## config.mk

```make
export PLATFORM = sky130hd
export DESIGN_NAME = fsd16_core
export DESIGN_NICKNAME = d
export VERILOG_FILES = /design/src/fsd16_pkg.sv /design/src/fsd16_core.sv
export SDC_FILE = /design/constraint.sdc
export NUM_CORES = 1
export LEC_CHECK = 0
export BUFFER_PORTS_ARGS = -buffer_cell sky130_fd_sc_hd__buf_4
export CAP_MARGIN = 20
export CORE_MARGIN = 5
export CORE_UTILIZATION = 54
export CTS_CLUSTER_DIAMETER = 200
export DETAILED_ROUTE_END_ITERATION = 8
export PLACE_DENSITY = 0.85
export SKIP_CTS_REPAIR_TIMING = 1
export SLEW_MARGIN = 20
export SYNTH_ARGS = -nofsm -noshare
export SYNTH_HDL_FRONTEND = slang
export SYNTH_SLANG_ARGS = --single-unit
```

## constraint.sdc

```tcl
create_clock -name clk -period 26.8 [get_ports clk]
set_input_delay 2.68 -clock clk [delete_from_list [all_inputs] [get_ports clk]]
set_output_delay 2.68 -clock clk [all_outputs]
set_load 0.05 [all_outputs]
```

## src/fsd16_pkg.sv

```systemverilog
// Shared types, constants and helpers for the 16-level error diffusion dither.
package fsd16_pkg;

    localparam int PIX_W     = 8;
    localparam int LEVEL_W   = 4;
    localparam int ERR_W     = 16;
    localparam int LW_W      = 12;
    localparam int FH_W      = 13;
    localparam int CFG_W     = 13;
    localparam int CFG_IDX_W = 1;
    localparam int SUM_W     = 11;
    localparam int ACC_W     = 18;

    localparam int MAX_WIDTH_DEF  = 2048;
    localparam int MAX_HEIGHT_DEF = 4096;

    localparam logic [LW_W-1:0] LINE_WIDTH_RST   = 12'd1872;
    localparam logic [FH_W-1:0] FRAME_HEIGHT_RST = 13'd1404;

    localparam logic [CFG_IDX_W-1:0] REG_LINE_WIDTH   = 1'd0;
    localparam logic [CFG_IDX_W-1:0] REG_FRAME_HEIGHT = 1'd1;

    // Q8 weights: 7/16, 5/16, 3/16, 1/16
    localparam logic signed [ACC_W-1:0] WT_RIGHT = 18'sd112;
    localparam logic signed [ACC_W-1:0] WT_BELOW = 18'sd80;
    localparam logic signed [ACC_W-1:0] WT_LLEFT = 18'sd48;
    localparam logic signed [ACC_W-1:0] WT_LRIGHT = 18'sd16;

    localparam logic signed [ACC_W-1:0] ERR_MAX = 18'sd32767;
    localparam logic signed [ACC_W-1:0] ERR_MIN = -18'sd32768;

    // Position flags of one pixel within the frame
    typedef struct packed {
        logic first_row;
        logic last_row;
        logic first_col;
        logic second_col;
        logic last_col;
        logic next_last;
    } pix_ctl_t;

    function automatic logic signed [ERR_W-1:0] sat16(input logic signed [ACC_W-1:0] v);
        logic signed [ERR_W-1:0] r;
        begin
            if (v > ERR_MAX)
                r = 16'sh7fff;
            else if (v < ERR_MIN)
                r = 16'sh8000;
            else
                r = v[ERR_W-1:0];
            return r;
        end
    endfunction

endpackage

```

## src/fsd16_core.sv

```systemverilog
// Quantizer and error spreading for one pixel, with the error carry registers.
module fsd16_core #(
    parameter int XW = $clog2(fsd16_pkg::MAX_WIDTH_DEF)
) (
    input  logic                                  clk,
    input  logic                                  rst_n,
    input  logic                                  advance,
    input  logic [fsd16_pkg::PIX_W-1:0]           pix,
    input  logic [XW-1:0]                         col,
    input  fsd16_pkg::pix_ctl_t                   ctl,
    input  logic signed [fsd16_pkg::ERR_W-1:0]    rd_data,
    output logic [fsd16_pkg::PIX_W-1:0]           res_pixel,
    output logic [fsd16_pkg::LEVEL_W-1:0]         res_level,
    output logic                                  wr_en,
    output logic [XW-1:0]                         wr_addr,
    output logic signed [fsd16_pkg::ERR_W-1:0]    wr_data
);
    import fsd16_pkg::*;

    logic signed [ERR_W-1:0] carry_reg, carry_next;
    logic signed [ERR_W-1:0] nb0_reg, nb0_next;
    logic signed [ERR_W-1:0] nb1_reg, nb1_next;
    logic signed [ERR_W-1:0] head_reg;
    logic signed [ERR_W-1:0] tail_reg;

    logic signed [ERR_W-1:0] this0, this_nx, err, nb0_eff;
    logic signed [SUM_W-1:0] sum, q;
    logic [PIX_W-1:0]        clamped;
    logic [LEVEL_W-1:0]      level;
    logic [PIX_W-1:0]        value;
    logic signed [ACC_W-1:0] q_ext;

    always_comb
    begin
        this0   = ctl.first_row ? '0 : (ctl.last_col ? tail_reg : head_reg);
        this_nx = ctl.first_row ? '0 : (ctl.next_last ? tail_reg : rd_data);
        err     = ctl.first_col ? this0 : carry_reg;

        sum = $signed({3'b000, pix}) + SUM_W'(err >>> 8);
        if (sum < 0)
            clamped = '0;
        else if (sum > 11'sd255)
            clamped = 8'hff;
        else
            clamped = sum[PIX_W-1:0];

        level = clamped[PIX_W-1:PIX_W-LEVEL_W];
        value = {level, level};
        q     = sum - $signed({3'b000, value});
        q_ext = ACC_W'(q);

        nb0_eff    = ctl.first_col ? '0 : nb0_reg;
        carry_next = ctl.last_col ? '0 : sat16(ACC_W'(this_nx) + q_ext * WT_RIGHT);
        wr_data    = sat16(ACC_W'(nb1_reg) + q_ext * WT_LLEFT);
        nb1_next   = sat16(ACC_W'(nb0_eff) + q_ext * WT_BELOW);
        nb0_next   = sat16(q_ext * WT_LRIGHT);

        wr_en   = advance && !ctl.last_row && !ctl.first_col;
        wr_addr = col - XW'(1);

        res_pixel = value;
        res_level = level;
    end

    always_ff @(posedge clk or negedge rst_n)
    begin
        if (!rst_n)
        begin
            carry_reg <= '0;
            nb0_reg   <= '0;
            nb1_reg   <= '0;
            head_reg  <= '0;
            tail_reg  <= '0;
        end
        else if (advance)
        begin
            carry_reg <= carry_next;
            nb0_reg   <= nb0_next;
            nb1_reg   <= nb1_next;
            if (ctl.second_col && !ctl.last_row)
                head_reg <= wr_data;
            if (ctl.last_col && !ctl.last_row)
                tail_reg <= nb1_next;
        end
    end

endmodule

```

==> results.md, run 1 <==
- Status: completed
- Worst Path Required: around 24 ns
- Core box area: approximately 14,000 um^2
- Die Span Y: 128 um
- Share of Yosys cell area claimed by the top area cell type: 17.2%
- Hold Path Origin: tail_reg[4]
- First-pass GRT wire length: ~33 mm
- Clock latency at the later pin of the worst-skew pair: 0.30 ns
- CTS tree: done
- Commonest non-fill, non-tap cell in the layout: ha_1
- Layout cells sized above 1: 13.6%
- Final setup viols: 0
- #FFs+latches synth: 52
- Setup crit start: ctl[5]
- DRC violations left: 0
- # IOs: 84
- Post-Syn Area: 7550 um^2
- Worst path slowest cell: xnor2_1
- Worst Path Buf+Inv: 3
- Worst reg2reg path startpoint: tail_reg[14]
- Critical path class: input port to output pin
- Initial DRC count: 497
- Syn Area/Cell: 8.26 um^2
- Largest net degree at the start of global routing: 53
- Worst path top cell family by delay: compound AO/OA/AOI/OAI gates
- Yosys warnings: 0
- Worst-path maximum fanout: 14
- Crit path DAT: 12.35 ns
- Largest area contributor in the netlist: dfrtp_1
- Rel. slew slack: 24.4%
- Hpwl dp: 15.9 mm
- Total Nets Final: 1,123
- Overall Global Routing Usage: 24.1%
- Largest stage delay on the critical path: 0.69 ns
- Hold path cells: 2
- Slew Limit Fails: 0
- Setup slack, reg-to-reg: 16.65 ns
- Routed WL: 19.9 mm
- Setup TNS Final: 0 ns
- Clock root buffer: clkbuf_16
- Final worst path period share: a little under three fifths
- Routed vias/inst: 6.13
- Clk slew on worst S/H paths: 0.08 ns
- Util after Layout: 60.3%
- Max FFs per register: 13
- Longest Clk Path Bufs: 2
- Slew @ Worst Pin: about 1.1 ns
- Synthesized instance count: between 900 and 1,000
- Final ANT Viol Nets: 0
- Initial Util: 54.8%
- Min-Delay Path Class: flip-flop to flip-flop
- Post-synth cell types: a little under 80
- Startpoint types: input port
- Max Freq: between 60 and 70 MHz
- Initial antenna violation count: 0
- Die outline width: 128 um
- Vias in the first global route: ~7,000
- Site row count: 43
- Routed WL per cell: 17.4 um
- EDFF count, synth: 0
- Final min period: 15.03 ns
- Top area cells in the synthesized netlist: dfrtp_1, ha_1, xnor2_1
- Total gr overflow: 0
- Final RePlAce weighted congestion: 0.923
- Sink Count: 52
- Full die area: 16,400 um^2
- Ant diodes: 0
- Mapped Nets: 1,076
- CP Capture Type: output pin
- First-pass detailed-route iteration total: 6
- Most frequent cells in the layout: ha_1, inv_1, nor2_1
- RSZ-0062 raised after global routing: no
- Most used DFF post-synth: dfrtp_1
- Inserted Clock Buffers: 5
- Layout area overhead: 10.1%
- CTS H-tree depth: 2
- Hold endpoint: tail_reg[4]
- Fin. Hold Viols: 0
- RR Endpoint: nb1_reg[9]
- Port bufs: 79
- Ys async rst share: 100%
- Clk_skew: 0.00902 ns
- Detailed-route via count: between 6,000 and 7,000
- Cells on worst reg2reg path: 34
- MaxCap Viol Count: 0
- Seq/Total Area, Yosys: 17.2%
[synth_stat cells (22+ instances only)]
library cell	number
ha_1	102
inv_1	81
nor2_1	81
a21oi_1	56
xnor2_1	53
dfrtp_1	52
o21ai_0	49
nand2_1	32
a31oi_1	29
nor2b_1	23
mux2i_1	22
[cell type report]
cell class / count / area (um^2)
Sequential cell: 52 / 1300
Fill cell: 1205 / 5470
Timing Repair Buffer: 79 / 593
Multi-Input combinational cell: 739 / 5720
Clock buffer: 5 / 125
Clock inverter: 3 / 27.5
Inverter: 84 / 315
Tap cell: 180 / 225
[per-layer routing]
layer / GRT usage [%] / wire (um)
met5: 0 / 0
met4: 9.86 / 797
met3: 4.42 / 1460
met2: 40.4 / 9310
met1: 30.4 / 8340
[worst max path at each step]
stage | endpoint | slack, ns | cells after the start
floorplan | wr_data[1] | 12.26 | 41
global placement | wr_data[9] | 12.17 | 36
detailed placement | wr_data[9] | 11.97 | 35
CTS | wr_data[8] | 11.93 | 38
global route | wr_data[9] | 11.06 | 35
finish | wr_data[9] | 11.77 | 35
[tightest hold or removal path, stage by stage, from the launching register on]
cell     delay, ns
dfrtp_1       0.36
nand2_1       0.05
o21ai_0       0.06
[cells by family after synthesis]
group	Yosys count	share of synthesized area [%]
AO/OA/AOI/OAI	273	24.4
AND/OR/NAND/NOR	236	16.1
buffers and inverters	123	6.95
adder cells (fa/ha/maj)	118	21.2
XOR/XNOR	74	8.69
flip-flops	52	17.2
multiplexers	38	5.50
[per-stage QoR]
| step | cell area, um^2 | cells | setup WS, ns | hold WS (ns) |
|---|---|---|---|---|
| floorplan | 7550 | 914 | 12.26 | 0.450 |
| global placement | 8160 | 1134 | 12.17 | 0.471 |
| detailed placement | 8160 | 1134 | 11.97 | 0.480 |
| CTS | 8310 | 1142 | 11.93 | 0.505 |
| global route | 8310 | 1142 | 11.06 | 0.524 |
| finish | 8310 | 1142 | 11.77 | 0.507 |
Power of run 1 is not shown: default switching activity piles up to over one toggle a cycle in this logic, so the estimate is an artifact.
==> run 2: changes to the inputs <==
--- a/config.mk
+++ b/config.mk
@@ -5,13 +5,14 @@
 export SDC_FILE = /design/constraint.sdc
 export NUM_CORES = 1
 export LEC_CHECK = 0
+export ABC_AREA = 1
 export BUFFER_PORTS_ARGS = -buffer_cell sky130_fd_sc_hd__buf_4
 export CAP_MARGIN = 20
 export CORE_MARGIN = 5
 export CORE_UTILIZATION = 54
 export CTS_CLUSTER_DIAMETER = 200
 export DETAILED_ROUTE_END_ITERATION = 8
-export PLACE_DENSITY = 0.85
+export PLACE_DENSITY = 0.86
 export SKIP_CTS_REPAIR_TIMING = 1
 export SLEW_MARGIN = 20
 export SYNTH_ARGS = -nofsm -noshare
==> constraint.sdc (replaced) <==
create_clock -name clk -period 14.4 [get_ports clk]
set_input_delay 1.44 -clock clk [delete_from_list [all_inputs] [get_ports clk]]
set_output_delay 1.44 -clock clk [all_outputs]
set_load 0.05 [all_outputs]
==> run 2 against run 1 <==
Via count is 2.7% lower. Final area fell by 3.2%. Area after synthesis decreased by 4.3%. Register-to-register slack got worse by 10 ns. First-iteration DRC count up 1.8%. Cell count grew 14%. Core utilization rose by 0.64 points.
==> results.md, run 2 <==
- Status: completed
- Max FFs per register: 13 (unchanged)
- # IOs: 84 (unchanged)
- Post-Syn Area: 7220 um^2 (-4.3%)
- Initial DRC count: 506 (+1.8%)
- Top area cells in the synthesized netlist: dfrtp_1, ha_1, nand2_1
- Layout area overhead: 11.3%
- Die Span Y: 126 um (-2.0%)
- Largest net degree at the start of global routing: 53 (unchanged)
- First-pass GRT wire length: 30.4 mm (-6.9%)
- Overall Global Routing Usage: 23.0% (-1.1 points)
- Share of Yosys cell area claimed by the top area cell type: 18.0% (+0.77 points)
- Min-Delay Path Class: flip-flop to flip-flop
- Layout cells sized above 1: 11.2% (-2.4 points)
- Clock latency at the later pin of the worst-skew pair: 0.31 ns (about the same)
- EDFF count, synth: 0 (unchanged)
- Largest area contributor in the netlist: dfrtp_1
- CTS tree: done
- Die outline width: 126 um (-2.0%)
- First-pass detailed-route iteration total: 6 (unchanged)
- Most frequent cells in the layout: nand2_1, inv_1, ha_1
- Final worst path period share: 76.9%
- Worst path slowest cell: o21ai_2
- Count leader, synth: nand2_1
- Syn Area/Cell: 6.76 um^2 (-18%)
- Sink Count: 52 (unchanged)
- Setup TNS Final: 0 ns (unchanged)
- Core box area: 13,200 um^2 (-4.2%)
- Routed WL: 18.1 mm (-9.2%)
- Final setup viols: 0 (unchanged)
- Final min period: 11.07 ns
- Worst Path Required: 12.96 ns (-11.16 ns)
- MaxCap Viol Count: 0 (unchanged)
- Hpwl dp: 15.1 mm (-5.2%)
- Critical path class: input port to output pin
- Site row count: 42 (-2.3%)
- Commonest non-fill, non-tap cell in the layout: nand2_1
- Final ANT Viol Nets: 0 (unchanged)
- Routed vias/inst: 5.21 (-15%)
- Slew Limit Fails: 0 (unchanged)
- Startpoint types: input port
- CTS H-tree depth: 2 (unchanged)
- Initial Util: 54.8% (about the same)
- Slew @ Worst Pin: 0.843 ns (-0.274 ns)
- Inserted Clock Buffers: 5 (unchanged)
- DRC violations left: 0 (unchanged)
- Full die area: 15,800 um^2 (-3.9%)
- RSZ-0062 raised after global routing: no
- Yosys warnings: 0 (unchanged)
- Max Freq: between 90 and 100 MHz
- Ant diodes: 0 (unchanged)
- Routed WL per cell: 13.8 um (-21%)
- Crit path DAT: 9.63 ns (-2.72 ns)
- Clk_skew: 0.00792 ns (-0.00109 ns)
- Post-synth cell types: 43 (-46%)
- Longest Clk Path Bufs: 2 (unchanged)
- Total Nets Final: 1,292 (+15%)
- Largest stage delay on the critical path: 0.50 ns (-0.19 ns)
- Port bufs: 79 (unchanged)
- Fin. Hold Viols: 0 (unchanged)
- #FFs+latches synth: 52 (unchanged)
- Mapped Nets: 1,231 (+14%)
- Ys async rst share: 100% (unchanged)
- Seq/Total Area, Yosys: 18.0% (+0.77 points)
- Most used DFF post-synth: dfrtp_1
- Clock root buffer: clkbuf_16
- Detailed-route via count: 6,805 (-2.7%)
- Synthesized instance count: 1,069 (+17%)
- Initial antenna violation count: 0 (unchanged)
- Clk slew on worst S/H paths: 0.07 ns (about the same)
- Final RePlAce weighted congestion: 0.955 (+3.4%)
- Rel. slew slack: 43.4% (+19 points)
- Most frequent CP cell: inv_1
- Commonest cells in the netlist: nand2_1, inv_1, ha_1
- CP Capture Type: output pin
- Worst-path maximum fanout: 13 (-1)
- Total gr overflow: 0 (unchanged)
- Vias in the first global route: 6,590 (-3.5%)
==> run 2: cell count changes in the layout (fill, tap and decap cells not counted), sizes merged, moves of 17 or more <==
cell	previous run	this run
nand3	13	44
nand2	32	312
a31oi	29	3
nor2b	23	0
mux2i	22	0
inv	85	183
xnor2	54	29
nor3	21	4
xor2	20	43
==> run 2: critical path, delay by kind of cell <==
kind	cells	cell delay, ns
AO/OA/AOI/OAI	13	2.79
XOR/XNOR	2	0.31
adder cells (fa/ha/maj)	7	2.42
buffers and inverters	9	1.23
AND/OR/NAND/NOR	11	1.45
==> run 2: final cells by class <==
cell class                 instances  area, um^2
fill                            1237        5150
multi-input combinational        808        5090
sequential                        52        1300
inverter                         183         687
timing repair buffer              80         601
tap                              176         220
clock buffer                       6         129
clock inverter                     2        16.3
==> run 2: path summary, 6_finish.rpt <==
check | cells past startpoint | slack, ns | endpoint | startpoint
min in group asynchronous | 1 | 1.17 | carry_reg[9] | rst_n
max in group asynchronous | 1 | 12.77 | nb1_reg[9] | rst_n
min | 2 | 0.49 | tail_reg[15] | tail_reg[15]
max reg2reg | 41 | 6.18 | carry_reg[11] | head_reg[8]
max | 42 | 3.33 | wr_data[7] | ctl[3]
min reg2reg | 2 | 0.49 | tail_reg[15] | tail_reg[15]
==> run 2: layer usage <==
layer  global-route usage, %  vias to the layer above  routed length (um)
li1                        -                     3494                   -
met3                    3.77                       33                1030
met2                    40.8                      187                8690
met1                    28.8                     3091                7870
met4                    6.57                        0                 476
met5                       0                        -                   0
==> run 2: cells by family (layout without fill, tap and decap cells) <==
group | count (synthesis) | count (layout) | synth area share (%)
adder cells (fa/ha/maj) | 118 | 118 | 22.1
flip-flops | 52 | 52 | 18.0
AO/OA/AOI/OAI | 163 | 163 | 12.7
XOR/XNOR | 72 | 72 | 9.04
AND/OR/NAND/NOR | 455 | 455 | 26.5
buffers and inverters | 209 | 271 | 11.6
==> run 2: per-stage QoR <==
stage / instances / worst slack (ns) / utilization (%) / cell area [um^2] / hold slack, ns
after floorplan: 1069 / 3.51 / - / 7220 / 0.444
after global placement: 1299 / 3.47 / 59.9 / 7900 / 0.465
after detailed placement: 1299 / 3.33 / 59.9 / 7900 / 0.466
after CTS: 1307 / 3.30 / 61.0 / 8040 / 0.492
after global routing: 1307 / 2.58 / 61.0 / 8040 / 0.505
final: 1307 / 3.33 / 61.0 / 8040 / 0.488
Power of run 2 is left out for the same reason.
==> run 3: changes to the inputs <==
--- a/config.mk
+++ b/config.mk
@@ -12,7 +12,7 @@
 export CORE_UTILIZATION = 54
 export CTS_CLUSTER_DIAMETER = 200
 export DETAILED_ROUTE_END_ITERATION = 8
-export PLACE_DENSITY = 0.86
+export PLACE_DENSITY = 0.89
 export SKIP_CTS_REPAIR_TIMING = 1
 export SLEW_MARGIN = 20
 export SYNTH_ARGS = -nofsm -noshare
==> constraint.sdc (replaced) <==
create_clock -name clk -period 9.3 [get_ports clk]
set_input_delay 0.93 -clock clk [delete_from_list [all_inputs] [get_ports clk]]
set_output_delay 0.93 -clock clk [all_outputs]
set_load 0.05 [all_outputs]
==> run 3 against run 2 <==
Register-to-register slack got worse by 4.6 ns. Count of clock-buffer cells in the layout unchanged. Sequential cell count unchanged. Final area increased by 3.2%. Worst setup slack got worse by 3.0 ns. First-iteration DRC count increased by 22%. Wire length increased by 7.8%. Global-route usage increased by 0.90 points. Cell count increased by 1.1%. Clock skew decreased by 0.0014 ns. Hold slack got worse by 0.0064 ns. Non-clock buffer count increased by 15.
==> results.md, run 3 (synthesized netlist as in run 2, its figures left out) <==
- First-pass detailed-route iteration total: 7 (+1)
- Clk slew on worst S/H paths: 0.07 ns (about the same)
- Clock latency at the later pin of the worst-skew pair: 0.31 ns (about the same)
- Ant diodes: 0 (unchanged)
- Crit path DAT: 8.05 ns (-1.58 ns)
- Hpwl dp: 15.4 mm (+2.3%)
- Total Nets Final: 1,307 (+1.2%)
- Setup TNS Final: 0 ns (unchanged)
- Hold path cells: 2 (unchanged)
- Layout area overhead: 14.9%
- Final min period: between 8 and 9 ns
- Hold endpoint: carry_reg[12]
- Final Non-Filler Cells: 1,322 (+1.1%)
- Layout cells sized above 1: 14.0% (+2.7 points)
- CTS tree: done
- Max Freq: 111 MHz
- Worst Path Required: 8.37 ns (-4.59 ns)
- Max FFs per register: 13 (unchanged)
- Largest net degree at the start of global routing: 53 (unchanged)
- First-pass GRT wire length: 31.4 mm (+3.5%)
- Sequential cell area: 1300 um^2 (unchanged)
- Min-Delay Path Class: flip-flop to flip-flop
- Hold Path Origin: carry_reg[12]
- Status: completed
- Vias in the first global route: 6,821 (+3.5%)
- Port bufs: 79 (unchanged)
- Routed vias/inst: 5.36 (+2.9%)
- Initial antenna violation count: 0 (unchanged)
- Final worst path period share: between 90 and 100%
- Critical path class: input port to output pin
- Commonest non-fill, non-tap cell in the layout: nand2_1
- Routed WL per cell: 14.7 um (+6.6%)
- Detailed-route via count: 7,082 (+4.1%)
- Fin. Hold Viols: 0 (unchanged)
- Slew @ Worst Pin: 0.760 ns (-0.0835 ns)
- Site row count: 42 (unchanged)
- Slew Limit Fails: 0 (unchanged)
- Final setup viols: 0 (unchanged)
- Final ANT Viol Nets: 0 (unchanged)
- Longest Clk Path Bufs: 2 (unchanged)
- Overall Global Routing Usage: 23.9% (+0.90 points)
- CP Capture Type: output pin
- DRC violations left: 0 (unchanged)
- Core box area: 13,200 um^2 (unchanged)
- Worst path slowest cell: fa_1
- Most frequent cells in the layout: nand2_1, inv_1, ha_1
- CTS H-tree depth: 2 (unchanged)
- Multi-input combinational cell area: 5180 um^2 (+1.9%)
- Worst reg2reg path startpoint: head_reg[8]
- Fill cells: 1,176 (-4.9%)
- Die outline width: 126 um (unchanged)
- Die Span Y: 126 um (unchanged)
- Most frequent CP cell: nand2_1
- Placed cell count: 1,311 (+0.92%)
- # IOs: 84 (unchanged)
- Clk_skew: 0.00652 ns (-0.00141 ns)
- Startpoint types: input port
- Final RePlAce weighted congestion: 0.982 (+2.8%)
- Largest stage delay on the critical path: 0.40 ns (-0.10 ns)
- Total gr overflow: 0 (unchanged)
- Setup slack, reg-to-reg: 1.55 ns (-4.63 ns)
- Inserted Clock Buffers: 5 (unchanged)
- Rel. slew slack: 49.2% (+5.8 points)
- Clock root buffer: clkbuf_16
- Initial DRC count: 615 (+22%)
- RR Endpoint: carry_reg[11]
- Sink Count: 52 (unchanged)
- Cells on worst reg2reg path: 45 (+9.8%)
- MaxCap Viol Count: 0 (unchanged)
- Worst-path maximum fanout: 11 (-2)
- Initial Util: 54.8% (unchanged)
- Full die area: 15,800 um^2 (unchanged)
- Routed WL: 19.5 mm (+7.8%)
==> run 3: cell count changes in the layout (fill, tap and decap cells not counted), sizes merged <==
cell,before,now
buf,80,95
clkinv,1,0
bufinv,0,1
==> run 3: worst max path at each step <==
stage | slack [ns] | depth (start not counted) | endpoint | startpoint
final | 0.32 | 49 | wr_data[14] | ctl[3]
after floorplan | 0.04 | 46 | wr_data[1] | ctl[1]
after CTS | -0.14 | 44 | wr_data[14] | ctl[3]
after global routing | -0.1 | 47 | wr_data[4] | ctl[1]
after detailed placement | -0.008 | 44 | wr_data[14] | ctl[3]
after global placement | 0.20 | 44 | wr_data[12] | ctl[3]
==> run 3: layout make-up <==
class	count	share of cell area, %
timing repair buffer	95	8.86
sequential	52	15.7
clock inverter	2	0.467
multi-input combinational	808	62.4
clock buffer	6	1.55
tap	176	2.65
inverter	183	8.35
==> run 3: routing by layer <==
| metal | vias to the layer above | wire [um] | global-route usage, % | share of wire [%] |
|---|---|---|---|---|
| li1 | 3520 | - | - | - |
| met1 | 3247 | 8160 | 29.6 | 42 |
| met2 | 261 | 9320 | 41.5 | 48 |
| met3 | 54 | 1280 | 3.94 | 6.6 |
| met4 | 0 | 717 | 9.31 | 3.7 |
| met5 | - | 0 | 0 | 0 |
==> run 3: critical path, delay by kind of cell <==
kind | cells | cell delay, ns
adder cells (fa/ha/maj) | 6 | 2.03
AND/OR/NAND/NOR | 18 | 1.78
AO/OA/AOI/OAI | 12 | 1.66
buffers and inverters | 11 | 1.25
XOR/XNOR | 2 | 0.38
==> run 3: stage by stage <==
| stage | instance area (um^2) | hold WS (ns) | utilization, % | worst slack, ns |
|---|---|---|---|---|
| final | 8300 | 0.481 | 62.9 | 0.321 |
| after global routing | 8300 | 0.513 | 62.9 | -0.0973 |
| after floorplan | 7240 | 0.444 | - | 0.0410 |
| after detailed placement | 8000 | 0.466 | 60.7 | -0.00850 |
| after CTS | 8170 | 0.486 | 62.0 | -0.139 |
| after global placement | 8000 | 0.462 | 60.7 | 0.200 |
Power of run 3 is left out for the same reason.
